File: config.mk
export PLATFORM = sky130hd
export DESIGN_NAME = kiss_deframer_command_responder
export DESIGN_NICKNAME = d
export VERILOG_FILES = /design/src/sv/kdcr_pkg.sv /design/src/sv/kiss_deframer_command_responder.sv /design/src/sv/kdcr_ctrl.sv /design/src/sv/kdcr_dp.sv
export VERILOG_INCLUDE_DIRS = /design/src /design/src/sv
export SDC_FILE = /design/constraint.sdc
export NUM_CORES = 1
export LEC_CHECK = 0
export BUFFER_PORTS_ARGS = -buffer_cell sky130_fd_sc_hd__buf_4
export CAP_MARGIN = 20
export CORE_MARGIN = 2
export CORE_UTILIZATION = 46
export CTS_BUF_LIST = sky130_fd_sc_hd__clkbuf_16
export DETAILED_ROUTE_END_ITERATION = 8
export PLACE_DENSITY = 0.67
export REMOVE_ABC_BUFFERS = 1
export SLEW_MARGIN = 20
export SYNTH_ARGS = -nofsm -noshare
export SYNTH_HDL_FRONTEND = slang
export SYNTH_HIERARCHICAL = 1
export SYNTH_SLANG_ARGS = --single-unit
File: constraint.sdc
create_clock -name clk_i -period 5.7 [get_ports clk_i]
set_input_delay 1.71 -clock clk_i [delete_from_list [all_inputs] [get_ports clk_i]]
set_output_delay 1.71 -clock clk_i [all_outputs]
set_load 0.05 [all_outputs]
File: src/sv/kiss_deframer_command_responder_defines.svh
// ---------------------------------------------------------------------------
// KISS deframer assertion macros
// Clocked, reset-qualified concurrent assertion helpers for the deframer.
// ---------------------------------------------------------------------------
`ifndef KISS_DEFRAMER_COMMAND_RESPONDER_DEFINES_SVH
`define KISS_DEFRAMER_COMMAND_RESPONDER_DEFINES_SVH

// Check a property on every rising clock edge outside reset.
`define KDCR_ASSERT(lbl, prop, msg) \
  lbl: assert property (@(posedge clk_i) disable iff (!rst_ni) (prop)) else $error(msg);

// Check that a condition never holds outside reset.
`define KDCR_NEVER(lbl, cond, msg) \
  `KDCR_ASSERT(lbl, !(cond), msg)

`endif

File: src/sv/kdcr_pkg.sv
// ---------------------------------------------------------------------------
// KISS deframer package
// Framing bytes, command codes, sequencer states and control structs.
// ---------------------------------------------------------------------------
package kdcr_pkg;

  // KISS framing bytes
  localparam logic [7:0] FEND_B  = 8'hC0;
  localparam logic [7:0] FESC_B  = 8'hDB;
  localparam logic [7:0] TFEND_B = 8'hDC;
  localparam logic [7:0] TFESC_B = 8'hDD;

  // Command codes
  localparam logic [7:0] CMD_PAYLOAD   = 8'h00;
  localparam logic [7:0] CMD_RADIO_LO  = 8'h01;
  localparam logic [7:0] CMD_RADIO_HI  = 8'h05;
  localparam logic [7:0] CMD_RSTATE    = 8'h06;
  localparam logic [7:0] CMD_PROBE     = 8'h08;
  localparam logic [7:0] CMD_SNIFF     = 8'h0E;
  localparam logic [7:0] CMD_RDY       = 8'h0F;
  localparam logic [7:0] CMD_STATS_A   = 8'h21;
  localparam logic [7:0] CMD_STATS_B   = 8'h22;
  localparam logic [7:0] CMD_BRD_MODEL = 8'h47;
  localparam logic [7:0] CMD_PLAT      = 8'h48;
  localparam logic [7:0] CMD_MCU       = 8'h49;
  localparam logic [7:0] CMD_FW        = 8'h50;

  // Special payload values
  localparam logic [7:0] PROBE_REQ = 8'h73;
  localparam logic [7:0] PROBE_ANS = 8'h46;
  localparam logic [7:0] VAL_ON    = 8'h01;

  // Configuration register indexes
  localparam logic [2:0] REG_BOARD    = 3'd0;
  localparam logic [2:0] REG_PLATFORM = 3'd1;
  localparam logic [2:0] REG_MCU      = 3'd2;
  localparam logic [2:0] REG_FW_HI    = 3'd3;
  localparam logic [2:0] REG_FW_LO    = 3'd4;

  // Reset values of the configuration registers
  localparam logic [7:0] RST_BOARD    = 8'd66;
  localparam logic [7:0] RST_PLATFORM = 8'd128;
  localparam logic [7:0] RST_MCU      = 8'd135;
  localparam logic [7:0] RST_FW_HI    = 8'd1;
  localparam logic [7:0] RST_FW_LO    = 8'd89;

  typedef enum logic [2:0] {
    ST_IDLE,
    ST_OPEN,
    ST_CMD,
    ST_BODY,
    ST_ESC2,
    ST_CLOSE,
    ST_DATA
  } state_e;

  typedef enum logic [2:0] {
    SEL_FEND,
    SEL_FESC,
    SEL_TFEND,
    SEL_TFESC,
    SEL_CMD,
    SEL_BODY,
    SEL_STORE
  } sel_e;

  // Controller to datapath
  typedef struct packed {
    logic take;
    logic load;
    sel_e sel;
    logic chan;
    logic last;
    logic idx_inc;
    logic second_set;
  } dp_cmd_t;

  // Datapath to controller
  typedef struct packed {
    logic start_act;
    logic start_data;
    logic out_free;
    logic body_special;
    logic body_is_fend;
    logic body_empty;
    logic body_last;
    logic data_last;
    logic need_second;
  } dp_stat_t;

endpackage

File: src/sv/kiss_deframer_command_responder.sv
// Input bytes are taken while no response is being sent.
// A frame end that triggers a response stalls the input until the last of its
// results, up to 33, is loaded into the output register, one result per cycle
// while the output is not stalled; the first result is loaded once the state
// register has left idle after the frame end transfer.
// Asynchronous active-low reset clears control state and loads register defaults.
// ---------------------------------------------------------------------------
// KISS deframer and command responder
// Unescapes host frames and answers commands on host and data channels.
// ---------------------------------------------------------------------------
`include "kiss_deframer_command_responder_defines.svh"

module kiss_deframer_command_responder import kdcr_pkg::*; #(
  parameter int FRAME_BYTES = 16
) (
  input  logic        clk_i,
  input  logic        rst_ni,
  input  logic        in_valid_i,
  output logic        in_stall_o,
  input  logic [7:0]  byte_in_i,
  input  logic        cfg_we_i,
  input  logic [2:0]  cfg_idx_i,
  input  logic [7:0]  cfg_data_i,
  output logic        out_valid_o,
  input  logic        out_stall_i,
  output logic        channel_o,
  output logic [7:0]  out_byte_o,
  output logic        last_o,
  output logic [15:0] dropped_frames_o
);

  dp_cmd_t  dp_cmd;
  dp_stat_t dp_stat;

  // Handshake views used by the checks
  logic byte_xfer, mid_xfer, last_xfer, last_held, idle_stall;

  // Controller
  kdcr_ctrl u_ctrl (
    .clk_i      (clk_i),
    .rst_ni     (rst_ni),
    .in_valid_i (in_valid_i),
    .in_stall_o (in_stall_o),
    .stat_i     (dp_stat),
    .cmd_o      (dp_cmd)
  );

  // Datapath
  kdcr_dp #(
    .FRAME_BYTES (FRAME_BYTES)
  ) u_dp (
    .clk_i            (clk_i),
    .rst_ni           (rst_ni),
    .byte_in_i        (byte_in_i),
    .cfg_we_i         (cfg_we_i),
    .cfg_idx_i        (cfg_idx_i),
    .cfg_data_i       (cfg_data_i),
    .out_stall_i      (out_stall_i),
    .out_valid_o      (out_valid_o),
    .channel_o        (channel_o),
    .out_byte_o       (out_byte_o),
    .last_o           (last_o),
    .dropped_frames_o (dropped_frames_o),
    .cmd_i            (dp_cmd),
    .stat_o           (dp_stat)
  );

  assign byte_xfer  = in_valid_i && !in_stall_o && (byte_in_i != FEND_B);
  assign mid_xfer   = out_valid_o && !out_stall_i && !last_o;
  assign last_xfer  = out_valid_o && !out_stall_i && last_o;
  assign last_held  = out_valid_o && last_o;
  assign idle_stall = in_stall_o && !out_valid_o;

  // Only a frame end can start a response
  `KDCR_ASSERT(a_no_resp_without_fend, byte_xfer |=> !in_stall_o, "response without frame end")

  // After a non-final transfer the response is still running or its final result waits
  `KDCR_ASSERT(a_busy_until_last, mid_xfer |=> (in_stall_o || last_held), "no final result")

  // Never stall the input with an empty output right after a final result
  `KDCR_NEVER(a_stall_has_work, idle_stall && $past(in_stall_o && last_xfer), "stall after last")

endmodule

File: src/sv/kdcr_ctrl.sv
// ---------------------------------------------------------------------------
// KISS deframer controller
// Sequences input transfers and the result bytes of each response frame.
// ---------------------------------------------------------------------------
module kdcr_ctrl import kdcr_pkg::*; (
  input  logic     clk_i,
  input  logic     rst_ni,
  input  logic     in_valid_i,
  output logic     in_stall_o,
  input  dp_stat_t stat_i,
  output dp_cmd_t  cmd_o
);

  state_e state_q, state_d;

  // State register
  always_ff @(posedge clk_i or negedge rst_ni) begin
    if (!rst_ni) begin
      state_q <= ST_IDLE;
    end else begin
      state_q <= state_d;
    end
  end

  // Next state and datapath commands
  always_comb begin
    state_d           = state_q;
    in_stall_o        = (state_q != ST_IDLE);
    cmd_o.take        = 1'b0;
    cmd_o.load        = 1'b0;
    cmd_o.sel         = SEL_FEND;
    cmd_o.chan        = 1'b0;
    cmd_o.last        = 1'b0;
    cmd_o.idx_inc     = 1'b0;
    cmd_o.second_set  = 1'b0;

    unique case (state_q)
      ST_IDLE: begin
        cmd_o.take = in_valid_i;
        if (in_valid_i && stat_i.start_act) begin
          state_d = stat_i.start_data ? ST_DATA : ST_OPEN;
        end
      end
      ST_OPEN: begin
        if (stat_i.out_free) begin
          cmd_o.load = 1'b1;
          cmd_o.sel  = SEL_FEND;
          state_d    = ST_CMD;
        end
      end
      ST_CMD: begin
        if (stat_i.out_free) begin
          cmd_o.load = 1'b1;
          cmd_o.sel  = SEL_CMD;
          state_d    = stat_i.body_empty ? ST_CLOSE : ST_BODY;
        end
      end
      ST_BODY: begin
        if (stat_i.out_free) begin
          cmd_o.load = 1'b1;
          if (stat_i.body_special) begin
            // escape marker first, substitute next
            cmd_o.sel = SEL_FESC;
            state_d   = ST_ESC2;
          end else begin
            cmd_o.sel     = SEL_BODY;
            cmd_o.idx_inc = 1'b1;
            state_d       = stat_i.body_last ? ST_CLOSE : ST_BODY;
          end
        end
      end
      ST_ESC2: begin
        if (stat_i.out_free) begin
          cmd_o.load    = 1'b1;
          cmd_o.sel     = stat_i.body_is_fend ? SEL_TFEND : SEL_TFESC;
          cmd_o.idx_inc = 1'b1;
          state_d       = stat_i.body_last ? ST_CLOSE : ST_BODY;
        end
      end
      ST_CLOSE: begin
        if (stat_i.out_free) begin
          cmd_o.load = 1'b1;
          cmd_o.sel  = SEL_FEND;
          cmd_o.last = !stat_i.need_second;
          if (stat_i.need_second) begin
            cmd_o.second_set = 1'b1;
            state_d          = ST_OPEN;
          end else begin
            state_d = ST_IDLE;
          end
        end
      end
      ST_DATA: begin
        if (stat_i.out_free) begin
          cmd_o.load    = 1'b1;
          cmd_o.sel     = SEL_STORE;
          cmd_o.chan    = 1'b1;
          cmd_o.last    = stat_i.data_last;
          cmd_o.idx_inc = 1'b1;
          if (stat_i.data_last) begin
            state_d = ST_IDLE;
          end
        end
      end
      default: begin
        state_d = ST_IDLE;
      end
    endcase
  end

endmodule

File: src/sv/kdcr_dp.sv
// ---------------------------------------------------------------------------
// KISS deframer datapath
// Unescapes and stores frames, holds registers, builds answer bytes and
// drives the output register.
// ---------------------------------------------------------------------------
module kdcr_dp import kdcr_pkg::*; #(
  parameter int FRAME_BYTES = 16
) (
  input  logic        clk_i,
  input  logic        rst_ni,
  input  logic [7:0]  byte_in_i,
  input  logic        cfg_we_i,
  input  logic [2:0]  cfg_idx_i,
  input  logic [7:0]  cfg_data_i,
  input  logic        out_stall_i,
  output logic        out_valid_o,
  output logic        channel_o,
  output logic [7:0]  out_byte_o,
  output logic        last_o,
  output logic [15:0] dropped_frames_o,
  input  dp_cmd_t     cmd_i,
  output dp_stat_t    stat_o
);

  localparam int LEN_W = $clog2(FRAME_BYTES + 1);
  localparam int CNT_W = (LEN_W > 3) ? LEN_W : 3;
  localparam int IDX_W = $clog2(FRAME_BYTES);

  // Configuration registers
  logic [7:0] board_q, platform_q, mcu_q, fw_hi_q, fw_lo_q;

  // Deframer state
  logic             inside_q, esc_q, ovf_q;
  logic [LEN_W-1:0] len_q;
  logic [15:0]      drop_q;
  logic [7:0]       store_q [FRAME_BYTES];
  logic [7:0]       cmd_q, val_q;

  // Response state
  logic [LEN_W-1:0] alen_q;
  logic [7:0]       aval_q;
  logic             second_q;
  logic [CNT_W-1:0] idx_q, idx_d;

  // Output register
  logic             out_valid_q, chan_q, last_q;
  logic [7:0]       obyte_q;
  logic [15:0]      odrop_q;

  logic [7:0]       unesc_byte;
  logic [7:0]       cur_val;
  logic             act_ok;
  logic [7:0]       frame_cmd;
  logic [CNT_W-1:0] body_len;
  logic [7:0]       body_byte;
  logic [CNT_W-1:0] ptr_full;
  logic [CNT_W-1:0] rd_full;
  logic [IDX_W-1:0] rd_ptr;
  logic [7:0]       store_rd_q;
  logic [7:0]       sel_byte;
  logic             is_fend;

  assign is_fend = (byte_in_i == FEND_B);

  // Map escaped substitutes back to framing bytes
  always_comb begin
    unesc_byte = byte_in_i;
    if (esc_q) begin
      if (byte_in_i == TFEND_B) begin
        unesc_byte = FEND_B;
      end else if (byte_in_i == TFESC_B) begin
        unesc_byte = FESC_B;
      end
    end
  end

  // First payload byte, zero when missing
  assign cur_val = (len_q >= LEN_W'(2)) ? val_q : 8'h00;

  // Decide whether the closing frame end produces results
  always_comb begin
    unique case (cmd_q) inside
      CMD_PAYLOAD:                act_ok = (len_q >= LEN_W'(2));
      [CMD_RADIO_LO:CMD_RADIO_HI]: act_ok = 1'b1;
      CMD_PROBE:                  act_ok = (cur_val == PROBE_REQ);
      CMD_BRD_MODEL, CMD_PLAT, CMD_MCU, CMD_FW,
      CMD_RSTATE, CMD_RDY, CMD_SNIFF,
      CMD_STATS_A, CMD_STATS_B:   act_ok = 1'b1;
      default:                    act_ok = 1'b0;
    endcase
  end

  assign stat_o.start_act  = is_fend && inside_q && !ovf_q && (len_q != '0) && act_ok;
  assign stat_o.start_data = (cmd_q == CMD_PAYLOAD);

  // Next body index
  always_comb begin
    idx_d = idx_q;
    if (cmd_i.take || cmd_i.second_set) begin
      idx_d = '0;
    end else if (cmd_i.idx_inc) begin
      idx_d = idx_q + CNT_W'(1);
    end
  end

  // Store read port, one past the body index
  assign ptr_full = idx_q + CNT_W'(1);
  assign rd_full  = idx_d + CNT_W'(1);
  assign rd_ptr   = rd_full[IDX_W-1:0];

  // Read ahead so the data is ready when the index settles
  always_ff @(posedge clk_i) begin
    store_rd_q <= store_q[rd_ptr];
  end

  // Answer body length and bytes per command
  assign frame_cmd = second_q ? CMD_RDY : cmd_q;

  always_comb begin
    unique case (frame_cmd) inside
      [CMD_RADIO_LO:CMD_RADIO_HI]: begin
        body_len  = CNT_W'(alen_q) - CNT_W'(1);
        body_byte = store_rd_q;
      end
      CMD_PROBE: begin
        body_len  = CNT_W'(1);
        body_byte = PROBE_ANS;
      end
      CMD_BRD_MODEL: begin
        body_len  = CNT_W'(1);
        body_byte = board_q;
      end
      CMD_PLAT: begin
        body_len  = CNT_W'(1);
        body_byte = platform_q;
      end
      CMD_MCU: begin
        body_len  = CNT_W'(1);
        body_byte = mcu_q;
      end
      CMD_FW: begin
        body_len  = CNT_W'(2);
        body_byte = (idx_q == '0) ? fw_hi_q : fw_lo_q;
      end
      CMD_RSTATE: begin
        body_len  = CNT_W'(1);
        body_byte = {7'd0, (aval_q == VAL_ON)};
      end
      CMD_RDY: begin
        body_len  = CNT_W'(1);
        body_byte = VAL_ON;
      end
      CMD_SNIFF: begin
        body_len  = CNT_W'(1);
        body_byte = aval_q;
      end
      CMD_STATS_A, CMD_STATS_B: begin
        body_len  = CNT_W'(4);
        body_byte = 8'h00;
      end
      default: begin
        body_len  = '0;
        body_byte = 8'h00;
      end
    endcase
  end

  assign stat_o.body_is_fend = (body_byte == FEND_B);
  assign stat_o.body_special = (body_byte == FEND_B) || (body_byte == FESC_B);
  assign stat_o.body_empty   = (body_len == '0);
  assign stat_o.body_last    = (ptr_full == body_len);
  assign stat_o.data_last    = ((CNT_W+1)'(idx_q) + (CNT_W+1)'(2)) == (CNT_W+1)'(alen_q);
  assign stat_o.need_second  = !second_q && (cmd_q == CMD_RSTATE) && (aval_q == VAL_ON);
  assign stat_o.out_free     = !out_valid_q || !out_stall_i;

  // Configuration writes; indexes past the list are ignored
  always_ff @(posedge clk_i or negedge rst_ni) begin
    if (!rst_ni) begin
      board_q    <= RST_BOARD;
      platform_q <= RST_PLATFORM;
      mcu_q      <= RST_MCU;
      fw_hi_q    <= RST_FW_HI;
      fw_lo_q    <= RST_FW_LO;
    end else if (cfg_we_i) begin
      case (cfg_idx_i)
        REG_BOARD:    board_q    <= cfg_data_i;
        REG_PLATFORM: platform_q <= cfg_data_i;
        REG_MCU:      mcu_q      <= cfg_data_i;
        REG_FW_HI:    fw_hi_q    <= cfg_data_i;
        REG_FW_LO:    fw_lo_q    <= cfg_data_i;
        default:      ;
      endcase
    end
  end

  // Deframe one input transfer
  always_ff @(posedge clk_i or negedge rst_ni) begin
    if (!rst_ni) begin
      inside_q <= 1'b0;
      esc_q    <= 1'b0;
      ovf_q    <= 1'b0;
      len_q    <= '0;
      drop_q   <= '0;
    end else if (cmd_i.take) begin
      if (is_fend) begin
        inside_q <= 1'b1;
        esc_q    <= 1'b0;
        ovf_q    <= 1'b0;
        len_q    <= '0;
      end else if (inside_q && !ovf_q) begin
        if (byte_in_i == FESC_B) begin
          esc_q <= 1'b1;
        end else begin
          esc_q <= 1'b0;
          if (len_q < LEN_W'(FRAME_BYTES)) begin
            len_q <= len_q + LEN_W'(1);
          end else begin
            // frame too long: drop up to the next frame end
            ovf_q  <= 1'b1;
            drop_q <= drop_q + 16'd1;
          end
        end
      end
    end
  end

  // Frame store and captured command and first payload byte
  always_ff @(posedge clk_i) begin
    if (cmd_i.take && !is_fend && inside_q && !ovf_q && (byte_in_i != FESC_B) &&
        (len_q < LEN_W'(FRAME_BYTES))) begin
      store_q[len_q[IDX_W-1:0]] <= unesc_byte;
      if (len_q == '0) begin
        cmd_q <= unesc_byte;
      end
      if (len_q == LEN_W'(1)) begin
        val_q <= unesc_byte;
      end
    end
  end

  // Latch the frame being answered at its frame end
  always_ff @(posedge clk_i) begin
    if (cmd_i.take && is_fend) begin
      alen_q <= len_q;
      aval_q <= cur_val;
    end
  end

  // Response index and second-frame flag
  always_ff @(posedge clk_i or negedge rst_ni) begin
    if (!rst_ni) begin
      idx_q    <= '0;
      second_q <= 1'b0;
    end else begin
      idx_q <= idx_d;
      if (cmd_i.take) begin
        second_q <= 1'b0;
      end else if (cmd_i.second_set) begin
        second_q <= 1'b1;
      end
    end
  end

  // Pick the result byte
  always_comb begin
    case (cmd_i.sel)
      SEL_FEND:  sel_byte = FEND_B;
      SEL_FESC:  sel_byte = FESC_B;
      SEL_TFEND: sel_byte = TFEND_B;
      SEL_TFESC: sel_byte = TFESC_B;
      SEL_CMD:   sel_byte = frame_cmd;
      SEL_BODY:  sel_byte = body_byte;
      SEL_STORE: sel_byte = store_rd_q;
      default:   sel_byte = FEND_B;
    endcase
  end

  // Output register valid
  always_ff @(posedge clk_i or negedge rst_ni) begin
    if (!rst_ni) begin
      out_valid_q <= 1'b0;
    end else if (cmd_i.load) begin
      out_valid_q <= 1'b1;
    end else if (!out_stall_i) begin
      out_valid_q <= 1'b0;
    end
  end

  // Output register payload
  always_ff @(posedge clk_i) begin
    if (cmd_i.load) begin
      chan_q  <= cmd_i.chan;
      obyte_q <= sel_byte;
      last_q  <= cmd_i.last;
      odrop_q <= drop_q;
    end
  end

  assign out_valid_o      = out_valid_q;
  assign channel_o        = chan_q;
  assign out_byte_o       = obyte_q;
  assign last_o           = last_q;
  assign dropped_frames_o = odrop_q;

endmodule
# [Word level (Yosys, flattened, before mapping)]
# Memories as Yosys holds them, arrays and structs flattened. A register that Yosys moved wholly into a read port is not among the register bits.
# Cells that the tools add are included.
[word_totals] register_bits=129 memories=1 wordCells=211 output_inout_bits=28 ramBits=128
[mem_list] memory="u_dp.store_q" words=16 word_bits=8 rd=1 rd_ports_with_merged_regs=1 write_ports=1 line_no="kdcr_dp.sv:36" rtl="logic [7:0] store_q [FRAME_BYTES];"
[classes] n_eq_ne=59 n_reduce_logical=53 addsub=6 bitwise_logic=3 mux=61 n_lt_le_gt_ge=6
[ops] op="$eq 8x7->1 const B" n=9
[ops] op="$pmux 8 s9" n=1
[ops] op="$eq 8x4->1 const B" n=6
[ops] op="$eq 8x8->1 const B" n=6
[ops] op="$mux 8" n=6
[ops] op="$pmux 8 s6" n=1
[ops] op="$mux 3" n=13
[ops] op="$eq 8x6->1 const B" n=4
[ops] op="$mux 5" n=6
[ops] op="$mux 1" n=23
[ops] op="$eq 3x3->1 const B" n=7
[ops] op="$pmux 3 s7" n=1
[ops] op="$pmux 4 s5" n=1
[ops] op="$pmux 5 s4" n=1
[ops] op="$eq 3x2->1 const B" n=6
[ops] op="$reduce_and 2->1" n=9
[ops] op="$add 16x1->16 const B" n=1
[ops] op="$eq 8x3->1 const B" n=2
[ops] op="$ge 8x1->1 const B" n=2
[ops] op="$le 8x3->1 const B" n=2
[ops] op="$logic_and 1x1->1" n=16
[ops] op="$mux 4" n=4
[ops] op="$logic_not 5->1" n=3
[ops] op="$ne 2x2->1 const B" n=6
[ops] op="30 further kinds" n=52

# [Logic depth before layout (Yosys ltp)]
[depth] depth_word=12 ltp_mapped=21

# [Modules after synthesis]
# Netlist, hierarchy kept.
[modules_own_cells] module="kdcr_dp" cells_each=719 area_per_inst_um2=11230.8 seq_area_each_um2=7447.1 instances=1
[modules_own_cells] module="kdcr_ctrl" cells_each=56 area_per_inst_um2=417.9 seq_area_each_um2=75.1 instances=1

# [Least setup slack after synthesis]
# OpenSTA, ideal clock, no wires.
[synth_path] path_type="reg2reg" startpoint="register u_dp.idx_q[0]" endpoint="register u_dp.store_rd_q[0], read port of u_dp.store_q" path_buffers=4 path_slack_ns=0.338 t_required_ns=5.566 stages_incl_launch_ff=22 arrival_time_ns=5.227 period_less_slack_ns=5.362 path_cell_list="dfrtp_1 buf_2 inv_1 ha_1 nor4b_4 mux2_4 a22o_1 a211oi_1 or4_1 a21oi_1 nor2_1 mux2i_1 nor2b_1 xnor2_1 or3_1 clkbuf_1 inv_1 ha_1 buf_1 clkbuf_1 mux4_2 mux4_2"
[synth_lines] item="start: declaration" line_no="kdcr_dp.sv:43" rtl="logic [CNT_W-1:0] idx_q, idx_d;"
[synth_lines] item="start signal: assignment" line_no="kdcr_dp.sv:255" rtl="idx_q <= idx_d;"
[synth_lines] item="end: declaration" line_no="kdcr_dp.sv:59" rtl="logic [7:0] store_rd_q;"

==> impl_metrics.yaml <==
outcome:
  status: "finished, final reports clean"
sta:
  fin_crit_sh_pct: 91.52
  whs_ns: 0.4536
  max_freq_mhz: 191.7
  final_hold_viol_count: 0
  period_needed_ns: 5.217
  report.final.setup_viol: 0
  finalMaxSlewViolations: 0
  relSlewSlack_pct: 36.04
  tightest_slew_ns: 0.9594
  tns_ns: 0
  fin_skew_ns: 0.01135
  rsz0062_at_grt: "no"
detailed_routing:
  drc_errors: 0
  vias: 6747
  drt_iter0_markers: 581
  drt-pass1-iter-count: 5
  ant_nets: 0
  routed_wl_mm: 23.82
  viasPerCell: 5.641
  routedWlPerCell_um: 19.91
pwr:
  p_leak_nw: 4.882
  powerDensity_nw_per_um2: 494.7
  max-vdd-ir-drop_v: 0.0003739
final_layout:
  fillers: 2028
  diodes: 0
  final_nets: 880
  mostFrequentLayoutCell: "edfxtp_1"
  final_area_sq_um: 13430
  drive_gt1_share_pct: 27.14
  layout_common_cells: "edfxtp_1 (183), buf_4 (82), dfrtp_1 (62)"
  area_growth_pct: 15.30
clock_network:
  post_cts_buffers: 0
  cts.repair.resized: 0
  htree_levels: 1
  cts.sinks: 265
  path_clk_slew_ns: 0.06
  cts_tree: "done"
  clock_latency_ns: 0.53
  ctsRootBufferMaster: "clkbuf_16"
  cts_max_path_buffers: 3
  hold_buffers: 0
  cts_made_buffers: 26
worst_setup_path:
  crit_path_max_incr_delay_ns: 0.55
  crit_path_end_kind: "flip-flop"
  arrival_ns: 5.62
  path_cells: "nor4b_2, and3_1, a222oi_1, and3_4, or4_1, a21oi_1, nor2_1, mux2i_1, nor2b_1, xnor2_1, or3_1, inv_1, ha_2, buf_12, mux4_2, mux4_2"
  cp-start-kind: "flip-flop"
  path_max_fanout: 28
  crit_type: "flip-flop to flip-flop"
  critPathSlowestCell: "edfxtp_1"
  crit_required_ns: 6.10
  rr_worst_depth: 16
  crit_top_cell: "mux4_2"
global_route:
  track_usage_pct: 18.32
  antenna_found_initial: 0
  grt_overflow: 0
  grt_pass1_vias: 6619
  grt_pass1_wl_mm: 37.54
  grt_max_degree: 75
yosys:
  synth_seq_cells: 265
  syn_inst: 775
  yosysWarnings: 6
  synth.yosys.seq_area_share_pct: 64.58
  yosys_most_used_dff: "edfxtp_1"
  async_flop_share_pct: 27.92
  synth_edf_count: 183
  netlist_area_sq_um: 11650
  syn_area_per_cell_sq_um: 15.03
  synthDistinctLibCells: 78
die:
  fp-row-count: 58
  fp.dieW_um: 163.1
  core_area_sq_um: 25040
  fp.dieArea_sq_um: 26610
  ios: 52
  initial_core_util_pct: 46.53
  dieHeight_um: 163.1
placed_design:
  globalplace.congestion: 0.8987
  port-buffer-count: 51
  placed_cell_area_sq_um: 12510
  dp_hpwl_mm: 16.03
job:
  drv_cap: 0
min_path:
  hp-class: "flip-flop to flip-flop"
  min_path_cells: 0
==> worst paths after layout <==
| check | start | end | slack, ns |
|---|---|---|---|
| max | u_dp/cmd_q[2] | u_dp/store_rd_q[1] | 0.48 |
| min | u_dp/drop_q[14] | u_dp/dropped_frames_o[14] | 0.45 |
| min reg2reg | u_dp/drop_q[14] | u_dp/dropped_frames_o[14] | 0.45 |
| max in group asynchronous | rst_ni | u_dp/idx_q[1] | 3.74 |
| min in group asynchronous | rst_ni | u_dp/fw_hi_q[2] | 1.32 |
| max reg2reg | u_dp/cmd_q[2] | u_dp/store_rd_q[1] | 0.48 |
==> through the flow <==
stage / cells / total power [W] / worst slack [ns] / utilization (%)
after floorplan: 735 / 0.004301 / -0.6123 / -
after global placement: 1148 / 0.004878 / 0.5698 / 49.95
after detailed placement: 1148 / 0.004902 / 0.5225 / 49.95
after CTS: 1196 / 0.006705 / 0.4971 / 53.57
after global routing: 1196 / 0.006967 / 0.1645 / 53.64
final: 1196 / 0.006644 / 0.4831 / 53.64
==> synth_stat cells, types with 4 or more instances <==
library cell  instances  share of area, %
edfxtp_1            183                47
dfrtp_1              62                13
nor2_1               51               1.6
mux2_2               44               4.3
mux4_2               40               7.7
nand2_1              38               1.2
xnor2_1              27               2.0
clkbuf_1             26              0.84
nor3_1               24               1.0
and3_1               16              0.86
inv_1                16              0.52
nand3_1              15              0.64
a21oi_1              14              0.60
xor2_1               14               1.1
o21ai_0              13              0.56
dfstp_2              12               2.7
nand4_1              12              0.64
ha_1                 10               1.1
a22oi_1               9              0.58
and2_1                9              0.48
nand2b_1              9              0.48
nor2b_1               9              0.48
dfxtp_1               8               1.4
buf_2                 7              0.30
o221ai_1              6              0.45
buf_6                 5              0.48
mux2i_1               5              0.43
nor4bb_1              4              0.34
or3_1                 4              0.21
==> worst max-delay path: cells and delay by family, from the launching register on <==
family,cells,cell delay [ns]
buffers and inverters,2,0.38
adder cells (fa/ha/maj),1,0.31
multiplexers,3,1.14
AO/OA/AOI/OAI,2,0.41
AND/OR/NAND/NOR,7,2.13
flip-flops,1,0.55
XOR/XNOR,1,0.14
==> state kept, by name, summed over array words and instances (netlist names), 3 cells and up <==
signal and cells:
u_dp/out_byte_o 8, u_dp/store_rd_q 8, u_dp/aval_q 8, u_ctrl/state_q 3, u_dp/store_q 128, u_dp/platform_q 8, u_dp/board_q 8, u_dp/dropped_frames_o 16
u_dp/val_q 8, u_dp/cmd_q 8, u_dp/fw_hi_q 8, u_dp/drop_q 16, u_dp/mcu_q 8, u_dp/fw_lo_q 8, u_dp/idx_q 5, u_dp/alen_q 5
u_dp/len_q 5
==> layer usage <==
metal  global-route usage [%]  vias up  wire, um  part of all wire, %
li1                         -     3124         -                    -
met1                    25.16     3370     10520                   44
met2                    30.47      212     11420                   48
met3                    3.149       41      1281                  5.4
met4                    4.827        0       595                  2.5
met5                        0        -         0                    0
==> logic make-up after synthesis <==
kind of cell    Yosys count  share of synthesized area [%]
mux                      91                          12.67
compound gates           88                          5.553
flops                   265                          64.58
simple gates            222                          10.74
xor+xnor                 41                          3.083
fa+ha+maj                10                          1.074
buf+inv                  58                          2.299
==> power breakdown <==
group | leakage (nW) | internal (W) | switching (W) | total (W)
Combinational | 1.78 | 0.00119 | 0.00117 | 0.00236
Sequential | 2.63 | 0.00232 | 0.000175 | 0.00249
Clock | 0.476 | 0.00110 | 0.000695 | 0.00179
Total | 4.88 | 0.00461 | 0.00204 | 0.00664
==> cell type report <==
class | instances | area (sq um) | area share (%)
timing repair buffer | 83 | 635.6 | 4.733
clock inverter | 22 | 256.5 | 1.910
inverter | 18 | 67.56 | 0.5031
multi-input combinational | 452 | 3885 | 28.93
tap | 330 | 412.9 | 3.074
sequential | 265 | 7522 | 56.01
clock buffer | 26 | 650.6 | 4.844
No activity file was read; power rests on OpenSTA's default activity.
